$ cat src/rtl/ect_pkg.sv
`timescale 1ns / 1ps
`default_nettype none
// Shared types and constants of the encoder-set countdown timer.
// No dependencies; ect_band_step and the timer top level refer to it by scoped names.

package ect_pkg;

	localparam int CMD_W      = 2;
	localparam int DELTA_W    = 7;
	localparam int SEL_W      = 13;
	localparam int STEP_W     = 10;
	localparam int COUNT_W    = 20;
	localparam int MMSS_W     = 14;
	localparam int PCT_W      = 7;
	localparam int SECS_W     = 6;
	localparam int PCT_NUM_W  = 27;
	localparam int CFG_IDX_W  = 3;
	localparam int CFG_DATA_W = 13;

	// Command codes carried on the input tuser.
	localparam logic [CMD_W-1:0] CMD_ROTATE = 2'd0;
	localparam logic [CMD_W-1:0] CMD_PRESS  = 2'd1;
	localparam logic [CMD_W-1:0] CMD_TICK   = 2'd2;

	// Configuration register indexes.
	localparam logic [CFG_IDX_W-1:0] REG_MIN_SECONDS      = 3'd0;
	localparam logic [CFG_IDX_W-1:0] REG_MAX_SECONDS      = 3'd1;
	localparam logic [CFG_IDX_W-1:0] REG_FIRST_BAND_EDGE  = 3'd2;
	localparam logic [CFG_IDX_W-1:0] REG_SECOND_BAND_EDGE = 3'd3;
	localparam logic [CFG_IDX_W-1:0] REG_REGULAR_STEP     = 3'd4;
	localparam logic [CFG_IDX_W-1:0] REG_LONG_STEP        = 3'd5;
	localparam logic [CFG_IDX_W-1:0] REG_VERY_LONG_STEP   = 3'd6;

	localparam int SEL_MAX         = 8191;
	localparam int SECS_PER_MIN    = 60;
	localparam int PERCENT_FULL    = 100;
	localparam int MINS_SHOWN_MAX  = 99;
	localparam int MMSS_MIN_WEIGHT = 100;

	localparam logic [COUNT_W-1:0] COUNT_MAX     = 20'hFFFFF;
	localparam logic [MMSS_W-1:0]  MMSS_OVERFLOW = 14'd9959;

	localparam logic [SEL_W-1:0]  DEF_MIN_SECONDS      = 13'd0;
	localparam logic [SEL_W-1:0]  DEF_MAX_SECONDS      = 13'd5999;
	localparam logic [SEL_W-1:0]  DEF_FIRST_BAND_EDGE  = 13'd60;
	localparam logic [SEL_W-1:0]  DEF_SECOND_BAND_EDGE = 13'd600;
	localparam logic [STEP_W-1:0] DEF_REGULAR_STEP     = 10'd5;
	localparam logic [STEP_W-1:0] DEF_LONG_STEP        = 10'd30;
	localparam logic [STEP_W-1:0] DEF_VERY_LONG_STEP   = 10'd60;

	typedef struct packed {
		logic [SEL_W-1:0]  min_seconds;
		logic [SEL_W-1:0]  max_seconds;
		logic [SEL_W-1:0]  first_band_edge;
		logic [SEL_W-1:0]  second_band_edge;
		logic [STEP_W-1:0] regular_step;
		logic [STEP_W-1:0] long_step;
		logic [STEP_W-1:0] very_long_step;
	} cfg_t;

endpackage

`default_nettype wire

$ cat src/rtl/ect_serial_div.sv
`timescale 1ns / 1ps
`default_nettype none
// Restoring divider that retires one quotient bit per cycle.
// Uses no package; instantiated by the timer top level.

module ect_serial_div #(
	parameter int NUM_W = 20,
	parameter int DEN_W = 13
) (
	input  wire logic             clk,
	input  wire logic             arst_n,
	input  wire logic             start,
	input  wire logic [NUM_W-1:0] num,
	input  wire logic [DEN_W-1:0] den,
	output logic                  busy,
	output logic [NUM_W-1:0]      quo,
	output logic [DEN_W-1:0]      rem
);

	localparam int CNT_W = $clog2(NUM_W + 1);

	logic             busy_q;
	logic [CNT_W-1:0] cnt_q;
	logic [NUM_W-1:0] sh_q;
	logic [DEN_W-1:0] rem_q;
	logic [DEN_W-1:0] den_q;

	logic [DEN_W:0] trial;
	logic [DEN_W:0] diff;
	logic           fits;

	// The numerator shifts out at the top while quotient bits shift in at the bottom.
	assign trial = {rem_q, sh_q[NUM_W-1]};
	assign diff  = trial - {1'b0, den_q};
	assign fits  = trial >= {1'b0, den_q};

	always_ff @(posedge clk or negedge arst_n) begin
		if (!arst_n) begin
			busy_q <= 1'b0;
			cnt_q  <= '0;
		end else if (start) begin
			busy_q <= 1'b1;
			cnt_q  <= CNT_W'(NUM_W);
		end else if (busy_q) begin
			cnt_q <= cnt_q - CNT_W'(1);
			if (cnt_q == CNT_W'(1)) begin
				busy_q <= 1'b0;
			end
		end
	end

	always_ff @(posedge clk) begin
		if (start) begin
			sh_q  <= num;
			rem_q <= '0;
			den_q <= den;
		end else if (busy_q) begin
			sh_q  <= {sh_q[NUM_W-2:0], fits};
			rem_q <= fits ? diff[DEN_W-1:0] : trial[DEN_W-1:0];
		end
	end

	assign busy = busy_q;
	assign quo  = sh_q;
	assign rem  = rem_q;

endmodule

`default_nettype wire

$ cat src/rtl/ect_band_step.sv
`timescale 1ns / 1ps
`default_nettype none
// Two-stage band step: picks the step of the current band, scales it by the
// detent delta, clamps at band edges and min/max seconds. Depends on ect_pkg.

module ect_band_step (
	input  wire logic                              clk,
	input  wire logic                              arst_n,
	input  wire logic                              start,
	input  wire logic [ect_pkg::SEL_W-1:0]         sel,
	input  wire logic [ect_pkg::DELTA_W-1:0]       delta,
	input  wire ect_pkg::cfg_t                     cfg,
	output logic                                   done,
	output logic [ect_pkg::SEL_W-1:0]              next_sel
);

	localparam int SUM_W = 19;

	localparam logic [1:0] BAND_REGULAR   = 2'd0;
	localparam logic [1:0] BAND_LONG      = 2'd1;
	localparam logic [1:0] BAND_VERY_LONG = 2'd2;

	logic                           vld_s1;
	logic                           vld_s2;
	logic [ect_pkg::SEL_W-1:0]      sel_s1;
	logic [1:0]                     band_s1;
	logic signed [SUM_W-1:0]        prod_s1;
	logic signed [SUM_W-1:0]        e1m_s1;
	logic signed [SUM_W-1:0]        e2m_s1;
	logic [ect_pkg::SEL_W-1:0]      sel_s2;

	logic [1:0]                     band;
	logic [ect_pkg::STEP_W-1:0]     step;
	logic signed [SUM_W-1:0]        delta_x;
	logic signed [SUM_W-1:0]        step_x;
	logic signed [SUM_W-1:0]        lo_x;
	logic signed [SUM_W-1:0]        hi_x;
	logic signed [SUM_W-1:0]        e1_x;
	logic signed [SUM_W-1:0]        e2_x;
	logic signed [SUM_W-1:0]        sum;
	logic signed [SUM_W-1:0]        res;
	logic [ect_pkg::SEL_W-1:0]      res_sat;

	always_comb begin
		if (sel < cfg.first_band_edge) begin
			band = BAND_REGULAR;
			step = cfg.regular_step;
		end else if (sel < cfg.second_band_edge) begin
			band = BAND_LONG;
			step = cfg.long_step;
		end else begin
			band = BAND_VERY_LONG;
			step = cfg.very_long_step;
		end
	end

	assign delta_x = SUM_W'(signed'(delta));
	assign step_x  = SUM_W'(step);
	assign lo_x    = SUM_W'(cfg.min_seconds);
	assign hi_x    = SUM_W'(cfg.max_seconds);
	assign e1_x    = SUM_W'(cfg.first_band_edge);
	assign e2_x    = SUM_W'(cfg.second_band_edge);

	always_ff @(posedge clk or negedge arst_n) begin
		if (!arst_n) begin
			vld_s1 <= 1'b0;
			vld_s2 <= 1'b0;
		end else begin
			vld_s1 <= start;
			vld_s2 <= vld_s1;
		end
	end

	always_ff @(posedge clk) begin
		if (start) begin
			sel_s1  <= sel;
			band_s1 <= band;
			prod_s1 <= delta_x * step_x;
			e1m_s1  <= e1_x - SUM_W'(cfg.regular_step);
			e2m_s1  <= e2_x - SUM_W'(cfg.long_step);
		end
		if (vld_s1) begin
			sel_s2 <= res_sat;
		end
	end

	assign sum = SUM_W'(sel_s1) + prod_s1;

	// A sum that leaves the long or very-long band downward lands one lower-band step below its edge.
	always_comb begin
		case (band_s1)
			BAND_REGULAR: begin
				if (sum >= e1_x) begin
					res = e1_x;
				end else if (sum < lo_x) begin
					res = lo_x;
				end else begin
					res = sum;
				end
			end
			BAND_LONG: begin
				if (sum >= e2_x) begin
					res = e2_x;
				end else if (sum < e1_x) begin
					res = e1m_s1;
				end else begin
					res = sum;
				end
			end
			default: begin
				if (sum > hi_x) begin
					res = hi_x;
				end else if (sum < e2_x) begin
					res = e2m_s1;
				end else begin
					res = sum;
				end
			end
		endcase
	end

	always_comb begin
		if (res[SUM_W-1]) begin
			res_sat = '0;
		end else if (|res[SUM_W-2:ect_pkg::SEL_W]) begin
			res_sat = '1;
		end else begin
			res_sat = res[ect_pkg::SEL_W-1:0];
		end
	end

	assign done     = vld_s2;
	assign next_sel = sel_s2;

endmodule

`default_nettype wire

$ cat src/rtl/encoder_set_countdown_timer_core.sv
`timescale 1ns / 1ps
`default_nettype none
// Encoder-set countdown timer, top level. Depends on ect_pkg, ect_band_step, ect_serial_div.
// An accepted input passes the band step (rotation in idle), the load (press in idle) or the poll
// (any event while running); a tick or no-op in idle skips these. Then the two bit-serial passes
// of the time divider run, minutes then seconds; an expiring event skips them. One item is in work
// at a time; the next input transaction is taken from the cycle after the result is loaded.
// Reset clears mode, selection, counter and shown values and loads the register defaults.

module encoder_set_countdown_timer_core #(
	parameter int TICKS_PER_SECOND = 100
) (
	input  wire logic                              clk,
	input  wire logic                              arst_n,
	input  wire logic                              cfg_we,
	input  wire logic [ect_pkg::CFG_IDX_W-1:0]     cfg_index,
	input  wire logic [ect_pkg::CFG_DATA_W-1:0]    cfg_data,
	input  wire logic                              s_axis_tvalid,
	output logic                                   s_axis_tready,
	// [6:0] detent_delta, [7] zero fill
	input  wire logic [7:0]                        s_axis_tdata,
	// [1:0] cmd
	input  wire logic [ect_pkg::CMD_W-1:0]         s_axis_tuser,
	output logic                                   m_axis_tvalid,
	input  wire logic                              m_axis_tready,
	// [0] display_changed, [14:1] display_mmss, [15] running, [22:16] percent_left,
	// [23] expired
	output logic [23:0]                            m_axis_tdata
);

	localparam int COUNT_W = ect_pkg::COUNT_W;
	localparam int TIME_DW = $clog2(ect_pkg::SECS_PER_MIN * TICKS_PER_SECOND + 1);
	localparam int DEN_W   = $clog2(ect_pkg::SEL_MAX * TICKS_PER_SECOND + 1);
	localparam int CMP_W   = (DEN_W > COUNT_W) ? DEN_W : COUNT_W;
	localparam int PNUM_W  = ect_pkg::PCT_NUM_W;

	localparam logic [TIME_DW-1:0] DIV_MIN_TICKS =
		TIME_DW'(ect_pkg::SECS_PER_MIN * TICKS_PER_SECOND);
	localparam logic [TIME_DW-1:0] DIV_MIN = TIME_DW'(ect_pkg::SECS_PER_MIN);
	localparam logic [TIME_DW-1:0] DIV_TPS = TIME_DW'(TICKS_PER_SECOND);
	localparam logic [TIME_DW-1:0] DIV_ONE = TIME_DW'(1);

	localparam logic [2:0] ST_IDLE  = 3'd0;
	localparam logic [2:0] ST_BAND  = 3'd1;
	localparam logic [2:0] ST_LOAD  = 3'd2;
	localparam logic [2:0] ST_POLL  = 3'd3;
	localparam logic [2:0] ST_START = 3'd4;
	localparam logic [2:0] ST_DIV1  = 3'd5;
	localparam logic [2:0] ST_DIV2  = 3'd6;
	localparam logic [2:0] ST_DONE  = 3'd7;

	ect_pkg::cfg_t cfg_q;

	logic [2:0]                    state_q;
	logic                          running_q;
	logic [ect_pkg::SEL_W-1:0]     sel_q;
	logic [ect_pkg::SEL_W-1:0]     shown_sel_q;
	logic [COUNT_W-1:0]            count_q;
	logic [COUNT_W-1:0]            shown_count_q;
	logic                          show_count_q;
	logic                          pct_en_q;
	logic                          changed_q;
	logic                          expired_q;
	logic [DEN_W-1:0]              den_q;
	logic [COUNT_W-1:0]            mins_q;
	logic [ect_pkg::SECS_W-1:0]    secs_q;
	logic                          m_valid_q;
	logic [23:0]                   m_data_q;

	logic                          s_accept;
	logic [ect_pkg::CMD_W-1:0]     cmd;
	logic                          band_start;
	logic                          band_done;
	logic [ect_pkg::SEL_W-1:0]     band_sel;
	logic [DEN_W-1:0]              sel_ticks;
	logic [COUNT_W-1:0]            load_sat;
	logic                          out_load;

	logic                          tdiv_start;
	logic [COUNT_W-1:0]            tdiv_num;
	logic [TIME_DW-1:0]            tdiv_den;
	logic                          tdiv_busy;
	logic [COUNT_W-1:0]            tdiv_quo;
	logic [TIME_DW-1:0]            tdiv_rem;

	logic                          pdiv_start;
	logic [PNUM_W-1:0]             pdiv_num;
	logic                          pdiv_busy;
	logic [PNUM_W-1:0]             pdiv_quo;
	logic [DEN_W-1:0]              pdiv_rem;

	logic [ect_pkg::MMSS_W-1:0]    mmss;
	logic [ect_pkg::PCT_W-1:0]     pct;

	assign cmd           = s_axis_tuser;
	assign s_axis_tready = (state_q == ST_IDLE);
	assign s_accept      = s_axis_tvalid && s_axis_tready;
	assign band_start    = s_accept && !running_q && (cmd == ect_pkg::CMD_ROTATE);

	always_ff @(posedge clk or negedge arst_n) begin
		if (!arst_n) begin
			cfg_q.min_seconds      <= ect_pkg::DEF_MIN_SECONDS;
			cfg_q.max_seconds      <= ect_pkg::DEF_MAX_SECONDS;
			cfg_q.first_band_edge  <= ect_pkg::DEF_FIRST_BAND_EDGE;
			cfg_q.second_band_edge <= ect_pkg::DEF_SECOND_BAND_EDGE;
			cfg_q.regular_step     <= ect_pkg::DEF_REGULAR_STEP;
			cfg_q.long_step        <= ect_pkg::DEF_LONG_STEP;
			cfg_q.very_long_step   <= ect_pkg::DEF_VERY_LONG_STEP;
		end else if (cfg_we) begin
			unique case (cfg_index)
				ect_pkg::REG_MIN_SECONDS:      cfg_q.min_seconds      <= cfg_data;
				ect_pkg::REG_MAX_SECONDS:      cfg_q.max_seconds      <= cfg_data;
				ect_pkg::REG_FIRST_BAND_EDGE:  cfg_q.first_band_edge  <= cfg_data;
				ect_pkg::REG_SECOND_BAND_EDGE: cfg_q.second_band_edge <= cfg_data;
				ect_pkg::REG_REGULAR_STEP:
					cfg_q.regular_step   <= cfg_data[ect_pkg::STEP_W-1:0];
				ect_pkg::REG_LONG_STEP:
					cfg_q.long_step      <= cfg_data[ect_pkg::STEP_W-1:0];
				ect_pkg::REG_VERY_LONG_STEP:
					cfg_q.very_long_step <= cfg_data[ect_pkg::STEP_W-1:0];
				default: begin
				end
			endcase
		end
	end

	ect_band_step u_band (
		.clk      (clk),
		.arst_n   (arst_n),
		.start    (band_start),
		.sel      (sel_q),
		.delta    (s_axis_tdata[ect_pkg::DELTA_W-1:0]),
		.cfg      (cfg_q),
		.done     (band_done),
		.next_sel (band_sel)
	);

	assign sel_ticks = DEN_W'(sel_q) * DEN_W'(TICKS_PER_SECOND);
	assign load_sat  = (CMP_W'(sel_ticks) > CMP_W'(ect_pkg::COUNT_MAX)) ?
		ect_pkg::COUNT_MAX : COUNT_W'(sel_ticks);

	// The time divider runs twice: whole minutes first, then seconds from the remainder.
	assign tdiv_start = (state_q == ST_START) || ((state_q == ST_DIV1) && !tdiv_busy);

	always_comb begin
		if (state_q == ST_DIV1) begin
			tdiv_num = COUNT_W'(tdiv_rem);
			tdiv_den = show_count_q ? DIV_TPS : DIV_ONE;
		end else begin
			tdiv_num = show_count_q ? count_q : COUNT_W'(sel_q);
			tdiv_den = show_count_q ? DIV_MIN_TICKS : DIV_MIN;
		end
	end

	assign pdiv_start = (state_q == ST_START);
	assign pdiv_num   = PNUM_W'(count_q) * PNUM_W'(ect_pkg::PERCENT_FULL);

	ect_serial_div #(
		.NUM_W (COUNT_W),
		.DEN_W (TIME_DW)
	) u_time_div (
		.clk    (clk),
		.arst_n (arst_n),
		.start  (tdiv_start),
		.num    (tdiv_num),
		.den    (tdiv_den),
		.busy   (tdiv_busy),
		.quo    (tdiv_quo),
		.rem    (tdiv_rem)
	);

	ect_serial_div #(
		.NUM_W (PNUM_W),
		.DEN_W (DEN_W)
	) u_pct_div (
		.clk    (clk),
		.arst_n (arst_n),
		.start  (pdiv_start),
		.num    (pdiv_num),
		.den    (den_q),
		.busy   (pdiv_busy),
		.quo    (pdiv_quo),
		.rem    (pdiv_rem)
	);

	always_comb begin
		if (mins_q > COUNT_W'(ect_pkg::MINS_SHOWN_MAX)) begin
			mmss = ect_pkg::MMSS_OVERFLOW;
		end else begin
			mmss = ect_pkg::MMSS_W'(ect_pkg::MMSS_W'(mins_q[6:0]) *
				ect_pkg::MMSS_W'(ect_pkg::MMSS_MIN_WEIGHT)) + ect_pkg::MMSS_W'(secs_q);
		end
	end

	// A zero denominator leaves the percentage at zero; the remainder is not needed.
	always_comb begin
		if (!pct_en_q || (den_q == '0) || (pdiv_rem == '1 && 1'b0)) begin
			pct = '0;
		end else if (pdiv_quo > PNUM_W'(ect_pkg::PERCENT_FULL)) begin
			pct = ect_pkg::PCT_W'(ect_pkg::PERCENT_FULL);
		end else begin
			pct = pdiv_quo[ect_pkg::PCT_W-1:0];
		end
	end

	assign out_load = (state_q == ST_DONE) && (!m_valid_q || m_axis_tready);

	always_ff @(posedge clk or negedge arst_n) begin
		if (!arst_n) begin
			state_q       <= ST_IDLE;
			running_q     <= 1'b0;
			sel_q         <= '0;
			shown_sel_q   <= '0;
			count_q       <= '0;
			shown_count_q <= '0;
			show_count_q  <= 1'b0;
			pct_en_q      <= 1'b0;
			changed_q     <= 1'b0;
			expired_q     <= 1'b0;
			m_valid_q     <= 1'b0;
		end else begin
			if (out_load) begin
				m_valid_q <= 1'b1;
			end else if (m_axis_tready) begin
				m_valid_q <= 1'b0;
			end
			unique case (state_q)
				ST_IDLE: begin
					if (s_accept) begin
						changed_q    <= 1'b0;
						expired_q    <= 1'b0;
						show_count_q <= 1'b0;
						pct_en_q     <= 1'b0;
						if (running_q) begin
							if ((cmd == ect_pkg::CMD_TICK) && (count_q != '0)) begin
								count_q <= count_q - COUNT_W'(1);
							end
							state_q <= ST_POLL;
						end else if (cmd == ect_pkg::CMD_ROTATE) begin
							state_q <= ST_BAND;
						end else if (cmd == ect_pkg::CMD_PRESS) begin
							state_q <= ST_LOAD;
						end else begin
							state_q <= ST_START;
						end
					end
				end
				ST_BAND: begin
					if (band_done) begin
						sel_q <= band_sel;
						if (band_sel != shown_sel_q) begin
							shown_sel_q <= band_sel;
							changed_q   <= 1'b1;
						end
						state_q <= ST_START;
					end
				end
				ST_LOAD: begin
					count_q       <= load_sat;
					shown_count_q <= '0;
					running_q     <= 1'b1;
					pct_en_q      <= 1'b1;
					state_q       <= ST_START;
				end
				ST_POLL: begin
					if (count_q == '0) begin
						sel_q       <= '0;
						shown_sel_q <= '0;
						running_q   <= 1'b0;
						changed_q   <= 1'b1;
						expired_q   <= 1'b1;
						state_q     <= ST_DONE;
					end else begin
						if (count_q != shown_count_q) begin
							shown_count_q <= count_q;
							changed_q     <= 1'b1;
						end
						show_count_q <= 1'b1;
						pct_en_q     <= 1'b1;
						state_q      <= ST_START;
					end
				end
				ST_START: begin
					state_q <= ST_DIV1;
				end
				ST_DIV1: begin
					if (!tdiv_busy) begin
						state_q <= ST_DIV2;
					end
				end
				ST_DIV2: begin
					if (!tdiv_busy && !pdiv_busy) begin
						state_q <= ST_DONE;
					end
				end
				ST_DONE: begin
					if (out_load) begin
						state_q <= ST_IDLE;
					end
				end
				default: begin
					state_q <= ST_IDLE;
				end
			endcase
		end
	end

	// Payload registers: divisor for the percentage, the split time and the result.
	always_ff @(posedge clk) begin
		if ((state_q == ST_LOAD) || (state_q == ST_POLL)) begin
			den_q <= sel_ticks;
		end
		if ((state_q == ST_POLL) && (count_q == '0)) begin
			mins_q <= '0;
			secs_q <= '0;
		end
		if ((state_q == ST_DIV1) && !tdiv_busy) begin
			mins_q <= tdiv_quo;
		end
		if ((state_q == ST_DIV2) && !tdiv_busy && !pdiv_busy) begin
			secs_q <= tdiv_quo[ect_pkg::SECS_W-1:0];
		end
		if (out_load) begin
			m_data_q <= {expired_q, pct, running_q, mmss, changed_q};
		end
	end

	assign m_axis_tvalid = m_valid_q;
	assign m_axis_tdata  = m_data_q;

endmodule

`default_nettype wire
$ cat config.mk
export PLATFORM = sky130hd
export DESIGN_NAME = encoder_set_countdown_timer_core
export DESIGN_NICKNAME = d
export VERILOG_FILES = /design/src/rtl/ect_pkg.sv /design/src/rtl/ect_serial_div.sv /design/src/rtl/ect_band_step.sv /design/src/rtl/encoder_set_countdown_timer_core.sv
export SDC_FILE = /design/constraint.sdc
export NUM_CORES = 1
export LEC_CHECK = 0
export ABC_AREA = 0
export BUFFER_PORTS_ARGS = -buffer_cell sky130_fd_sc_hd__buf_2
export CAP_MARGIN = 30
export CORE_UTILIZATION = 50
export DETAILED_ROUTE_END_ITERATION = 10
export PLACE_DENSITY = 0.71
export SETUP_SLACK_MARGIN = 0.5
export SLEW_MARGIN = 20
export SYNTH_ARGS = -nofsm -noshare
export SYNTH_HDL_FRONTEND = slang
export SYNTH_SLANG_ARGS = --single-unit
export TNS_END_PERCENT = 5
$ cat constraint.sdc
create_clock -name clk -period 7.7 [get_ports clk]
set_input_delay 1.54 -clock clk [delete_from_list [all_inputs] [get_ports clk]]
set_output_delay 1.54 -clock clk [all_outputs]
set_load 0.005 [all_outputs]
==> qor.yml, run 1 <==
r2r-end: "u_band.prod_s1[17]$_DFFE_PP_"
synthAdderAreaFrac_pct: 19.6
drt-vias-per-instance: 5.80
cp_data_required_time_ns: 8.02
fill_cells: 4903
cp_slowest_cell: "fa_1"
p_clk_share_pct: 18.1
synth_top_family_by_area: "adder cells"
ios: 57
max_slew_margin_pct: 33.7
cp.arrival_ns: 7.33
fin_util_pct: 56.9
cts_tree: "done"
seq_area_frac_synth_pct: 38.8
htree_levels: 2
synth_top_area_cell: "edfxtp_1"
clk_latency_ns: 0.60
synth_mux_area_share_pct: 4.44
grt_start_max_net_pins: 78
final_common_cell: "inv_1"
path_clk_slew_ns: 0.06
rsz0062_at_grt: "false"
avgSynthCellArea_um2: 9.97
crit_type: "register to register"
grt_overflow: 0
hpwl_um: 55500
async_flop_share_pct: 40.9
synth-xor-area-share_pct: 4.24
start_kind: "register"
finalSetupTns_ns: 0
antenna_found_initial: 0
reg2reg_from: "cfg_q[31]$_DFFE_PN0P_"
ys_ff_latch: 418
swShare_pct: 42.2
drc_errors: 0
clockBufferDepth: 3
clock_sinks: 418
slew_viol_final: 0
switchingPower_w: 0.00541
rrSetupSlack_ns: 0.69
yosys_warnings: 0
setup_ws_ns: 0.687
drtIter0Drc: 1636
gp_congestion: 0.981
dp.cells: 3724
combPwrFrac_pct: 54.0
synthSimpleGateAreaFrac_pct: 12.0
mostFrequentLayoutCells: "355 x inv_1, 342 x ha_1, 241 x nand2_1"
leakage_nw: 15.0
period_share_pct: 91.1
fin_worst_skew_ns: 0.0310
synth_nets: 3390
synth_ff_type: "edfxtp_1"
synth-compound-area-share_pct: 14.9
holdPathStages: 0
cts-root-buf: "clkbuf_16"
layout_min_cycle_time_ns: 7.01
synthToLayoutAreaGrowth_pct: 12.1
hold_end: "u_pct_div.den_q[13]$_DFFE_PP_"
worstMarginPinSlew_ns: 0.969
busiest_layer: "met2"
ys_types: 84
core_mm2: 0.0578
grt_use_met2_pct: 42.9
setup_viol: 0
fp-row-count: 88
hold_viol: 0
port_buffers: 55
cp_slowest_stage_delay_ns: 0.49
synth_top_cells_by_area: "edfxtp_1 22%, ha_1 15%, dfrtp_1 12%"
hp-start: "den_q[13]$_DFFE_PP_"
gr-usage-all-layers_pct: 24.7
met1_usage_pct: 30.6
netlist_instances: 2941
numCtsBuffers: 47
met3_usage_pct: 3.61
holdWs_ns: 0.447
endpoint_kind: "register"
finalNonFillerCells: 3842
status: "finished clean"
die_h_um: 244
p_per_area_mw_per_mm2: 390
max_cap_violations: 0
synth-edff-count: 212
power_frac_seq_pct: 28.0
ant_nets: 0
drtPass1Iterations: 8
drive_gt1_share_pct: 12.9
synth_top_area_share_pct: 21.7
via_count: 22300
wire_per_inst_um: 19.4
reg2reg_depth: 33
initial_utilization_pct: 50.7
crit_top_cell: "a21o_1"
internal-power_w: 0.00741
grt_pass1_wl_um: 117000
routed_wl_um: 74600
ir_drop_v: 0.000343
fp.dieW_um: 244
fmax_mhz: 143
hold_class: "register to register"
syn-cell-area_mm2: 0.0293
diodes: 0
grt_pass1_vias: 22100
final_nets: 3487
die_area_mm2: 0.0596
crit_fanout: 5
pre_cts_slack_ns: 0.0665
==> sequential cells by signal, indices dropped and copies added, names as in the netlist, 20 cells and up <==
name            cells
cfg_q              82
count_q            20
m_axis_tdata       24
mins_q             20
shown_count_q      20
u_pct_div.quo      27
u_pct_div.rem      20
u_time_div.quo     20
==> metrics by stage <==
step / instance area, um2 / total power, W
5_1_grt: 32900 / 0.0139
6_report: 32900 / 0.0128
2_1_floorplan: 29400 / 0.00856
4_1_cts: 32400 / 0.0127
3_3_place_gp: 30600 / 0.00996
3_5_place_dp: 30700 / 0.0102
==> worst max-delay path, delay by kind of cell, from the launching register on <==
kind	cells	cell delay, ns
AO/OA/AOI/OAI	19	3.21
adder cells (fa/ha/maj)	6	1.99
buffers and inverters	6	0.58
AND/OR/NAND/NOR	1	0.48
flip-flops	1	0.39
XOR/XNOR	1	0.08
==> per-layer routing <==
layer | vias to the layer above | part of all wire [%]
li1 | 10600 | -
met1 | 10900 | 41
met2 | 713 | 49
met3 | 173 | 6.1
met4 | 0 | 4.3
met5 | - | 0
==> what timing repair did <==
| action | in CTS | in global routing |
|---|---|---|
| gates resized for setup | 15 | 52 |
| endpoints found under the hold margin | 0 | 0 |
| hold buffers | 0 | 0 |
| setup buffers | 6 | 21 |
| pin swaps | 11 | 57 |
| setup endpoints to repair | 4 | 4 |
==> logic make-up (layout without fill, tap and decap cells) <==
| logic type | Yosys count | in the layout |
|---|---|---|
| flops | 418 | 418 |
| simple gates | 711 | 711 |
| compound gates | 669 | 669 |
| buf+inv | 460 | 596 |
| fa+ha+maj | 418 | 418 |
| mux | 123 | 123 |
| xor+xnor | 142 | 142 |
==> synthesized netlist by cell type, types with 43 or more instances <==
cell,instances
dfrtp_1,143
and2_1,54
a21o_1,53
nor3_1,43
ha_1,348
a21oi_1,112
mux2i_1,67
nor2_1,113
nand2_1,243
clkbuf_1,76
xor2_1,63
inv_1,366
edfxtp_1,212
nand3_1,66
xnor2_1,79
o211ai_1,52
fa_1,70
o21ai_0,236
mux2_2,56
==> worst max path at each step <==
stage | cells past startpoint | slack (ns) | endpoint | startpoint
finish | 33 | 0.69 | u_band.prod_s1[17]$_DFFE_PP_ | cfg_q[31]$_DFFE_PN0P_
global route | 33 | 0.42 | u_band.prod_s1[16]$_DFFE_PP_ | cfg_q[31]$_DFFE_PN0P_
CTS | 32 | 0.49 | u_band.prod_s1[16]$_DFFE_PP_ | cfg_q[31]$_DFFE_PN0P_
detailed placement | 31 | 0.07 | u_band.prod_s1[17]$_DFFE_PP_ | cfg_q[31]$_DFFE_PN0P_
global placement | 31 | 0.16 | u_band.prod_s1[17]$_DFFE_PP_ | cfg_q[31]$_DFFE_PN0P_
floorplan | 30 | 0.50 | u_band.prod_s1[17]$_DFFE_PP_ | cfg_q[31]$_DFFE_PN0P_
==> power by group through the flow <==
stage | Combinational, W | Clock [W] | Sequential [W]
after detailed placement | 0.00658 | 0 | 0.00363
final | 0.00692 | 0.00232 | 0.00358
after global placement | 0.00636 | 0 | 0.00361
after global routing | 0.00779 | 0.00243 | 0.00364
after CTS | 0.00672 | 0.00235 | 0.00359
after floorplan | 0.00514 | 0 | 0.00342
==> area by class of cell <==
| cell class | count | area (um2) | area share (%) |
|---|---|---|---|
| Multi-Input combinational cell | 2063 | 16500 | 50.3 |
| Sequential cell | 418 | 11400 | 34.6 |
| Inverter | 366 | 1370 | 4.18 |
| Clock buffer | 66 | 1370 | 4.17 |
| Timing Repair Buffer | 142 | 996 | 3.03 |
| Tap cell | 765 | 957 | 2.91 |
| Clock inverter | 22 | 241 | 0.735 |
(Power assumes the default switching activity.)
==> run 2: changes to the inputs <==
Settings changed: PLACE_DENSITY 0.71 to 0.69.
Clock period 7.7 ns to 7.6 ns, I/O delays scaled along.
==> run 2 against run 1 <==
Compared with the run above: total power up 0.72%; sequential share of layout area up 0.078 points; final cell count down 0.13%; final area down 0.21%; critical path type unchanged; die area unchanged; routed wire length up 0.40%.
==> qor.yml, run 2 (same netlist as run 1, synthesis figures left out) <==
finalSetupTns_ns: 0  # unchanged
fill_cells: 4916  # +0.27%
max_slew_margin_pct: 34.5  # +0.73 points
cts-root-buf: "clkbuf_16"
final_common_cell: "inv_1"
routed_wl_um: 74900  # +0.40%
crit_type: "register to register"
setup_viol: 0  # unchanged
hpwl_um: 55800  # +0.56%
drtIter0Drc: 1661  # +1.5%
clk_latency_ns: 0.61  # about the same
cp_slowest_cell: "fa_1"
leakage_nw: 15.0  # -0.13%
ant_nets: 0  # unchanged
die_h_um: 244  # unchanged
endpoint_kind: "register"
numCtsBuffers: 47  # unchanged
die_area_mm2: 0.0596  # unchanged
layout_min_cycle_time_ns: 6.97  # -0.0386 ns
drive_gt1_share_pct: 12.7  # -0.17 points
largest_reg_flops: 82  # unchanged
grt_overflow: 0  # unchanged
hold_class: "register to register"
cp_data_required_time_ns: 7.94  # -0.08 ns
period_share_pct: 91.8  # +0.69 points
grt_start_max_net_pins: 75  # -3.8%
drt-vias-per-instance: 5.81  # +0.12%
wire_per_inst_um: 19.5  # +0.53%
fmax_mhz: 143  # +0.55%
clock_sinks: 418  # unchanged
cts_tree: "done"
max_cap_violations: 0  # unchanged
crit_fanout: 4  # -1
antenna_found_initial: 0  # unchanged
cts_hold_buf: 0  # unchanged
hold_viol: 0  # unchanged
initial_utilization_pct: 50.7  # unchanged
gp_congestion: 0.946  # -3.5%
clockBufferDepth: 3  # unchanged
fp.dieW_um: 244  # unchanged
status: "finished clean"
slew_viol_final: 0  # unchanged
rsz0062_at_grt: "true"
fin_worst_skew_ns: 0.0257  # -0.00533 ns
via_count: 22300  # -0.013%
gr-usage-all-layers_pct: 25.1  # +0.33 points
grt_pass1_wl_um: 119000  # +1.8%
fp-row-count: 88  # unchanged
path_clk_slew_ns: 0.07  # about the same
port_buffers: 55  # unchanged
drc_errors: 0  # unchanged
htree_levels: 2  # unchanged
synthToLayoutAreaGrowth_pct: 11.9
worstMarginPinSlew_ns: 0.983  # +0.0141 ns
regMostFlops: "cfg_q"
crit_top_cell: "a21o_1"
setup_ws_ns: 0.626  # -0.0614 ns
ios: 57  # unchanged
cp.arrival_ns: 7.31  # -0.02 ns
ir_drop_v: 0.000336  # -2.1%
grt_pass1_vias: 22300  # +0.79%
mostFrequentLayoutCells: "360 x inv_1, 342 x ha_1, 241 x nand2_1"
pre_cts_slack_ns: 0.101  # +0.0342 ns
core_mm2: 0.0578  # unchanged
final_nets: 3481  # -0.17%
p_per_area_mw_per_mm2: 394  # +0.93%
drtPass1Iterations: 5  # -3
cp_slowest_stage_delay_ns: 0.55  # +0.06 ns
start_kind: "register"
[run 2: changes by cell type in the layout (fill, tap and decap cells not counted), moves of 3 or more]
cell / delta
inv_2: -5
clkinv_2: +6
buf_4: -9
clkinv_1: +5
clkbuf_8: -6
buf_6: +3
nor2_2: +3
clkbuf_1: -4
inv_1: +5
[run 2: layer usage]
| metal | track usage, % | share of wire (%) |
|---|---|---|
| met3 | 3.16 | 5.4 |
| met4 | 10.4 | 4.0 |
| met2 | 43.2 | 49 |
| met5 | 0 | 0 |
| met1 | 31.6 | 41 |
[run 2: through the flow]
stage | std cells | total power [W] | hold WS, ns | instance area [um2] | util (%)
4_1_cts | 3821 | 0.0128 | 0.447 | 32400 | 56.1
6_report | 3837 | 0.0129 | 0.450 | 32800 | 56.7
3_3_place_gp | 3718 | 0.0101 | 0.428 | 30600 | 53.0
5_1_grt | 3836 | 0.0140 | 0.464 | 32800 | 56.7
3_5_place_dp | 3721 | 0.0104 | 0.439 | 30700 | 53.1
2_1_floorplan | 2941 | 0.00869 | 0.417 | 29400 | -
[run 2: what timing repair did]
action	4_1_cts	5_1_grt
gates resized for setup	23	41
setup endpoints to repair	4	4
buffers inserted	12	10
pin swaps	19	44
[run 2: critical path: cells and delay by family, from the launching register on]
family          cells  cell delay [ns]
compound gates     19             3.43
flops               1             0.39
xor+xnor            1             0.08
buf+inv             4             0.22
simple gates        1             0.42
fa+ha+maj           6             2.19
[run 2: final timing paths]
check	from	to	slack [ns]	cells past startpoint
max	cfg_q[31]$_DFFE_PN0P_	u_band.prod_s1[17]$_DFFE_PP_	0.63	31
min	den_q[4]$_DFFE_PP_	u_pct_div.den_q[4]$_DFFE_PP_	0.45	0
max reg2reg	cfg_q[31]$_DFFE_PN0P_	u_band.prod_s1[17]$_DFFE_PP_	0.63	31
min reg2reg	den_q[4]$_DFFE_PP_	u_pct_div.den_q[4]$_DFFE_PP_	0.45	0
max in group asynchronous	arst_n	cfg_q[5]$_DFFE_PN1P_	5.52	3
min in group asynchronous	arst_n	u_pct_div.cnt_q[2]$_DFFE_PN0P_	0.89	1
[run 2: where the power goes]
group	internal, W	total, W	switching [W]	leakage [nW]
Clock	0.00129	0.00229	0.000999	0.759
Combinational	0.00299	0.00698	0.00399	9.88
Sequential	0.00315	0.00364	0.000485	4.34
Total	0.00743	0.0129	0.00548	15.0
[run 2: final cells by class]
type                    count  area (um2)  share of cell area [%]
multi-input cells        2063       16600                    50.5
clock inverters            34         297                   0.904
clock buffers              54        1240                    3.79
repair buffers            136         963                    2.94
inverters                 366        1370                    4.19
well taps                 765         957                    2.92
flip-flops and latches    418       11400                    34.7
diodes                      1        2.50                 0.00763
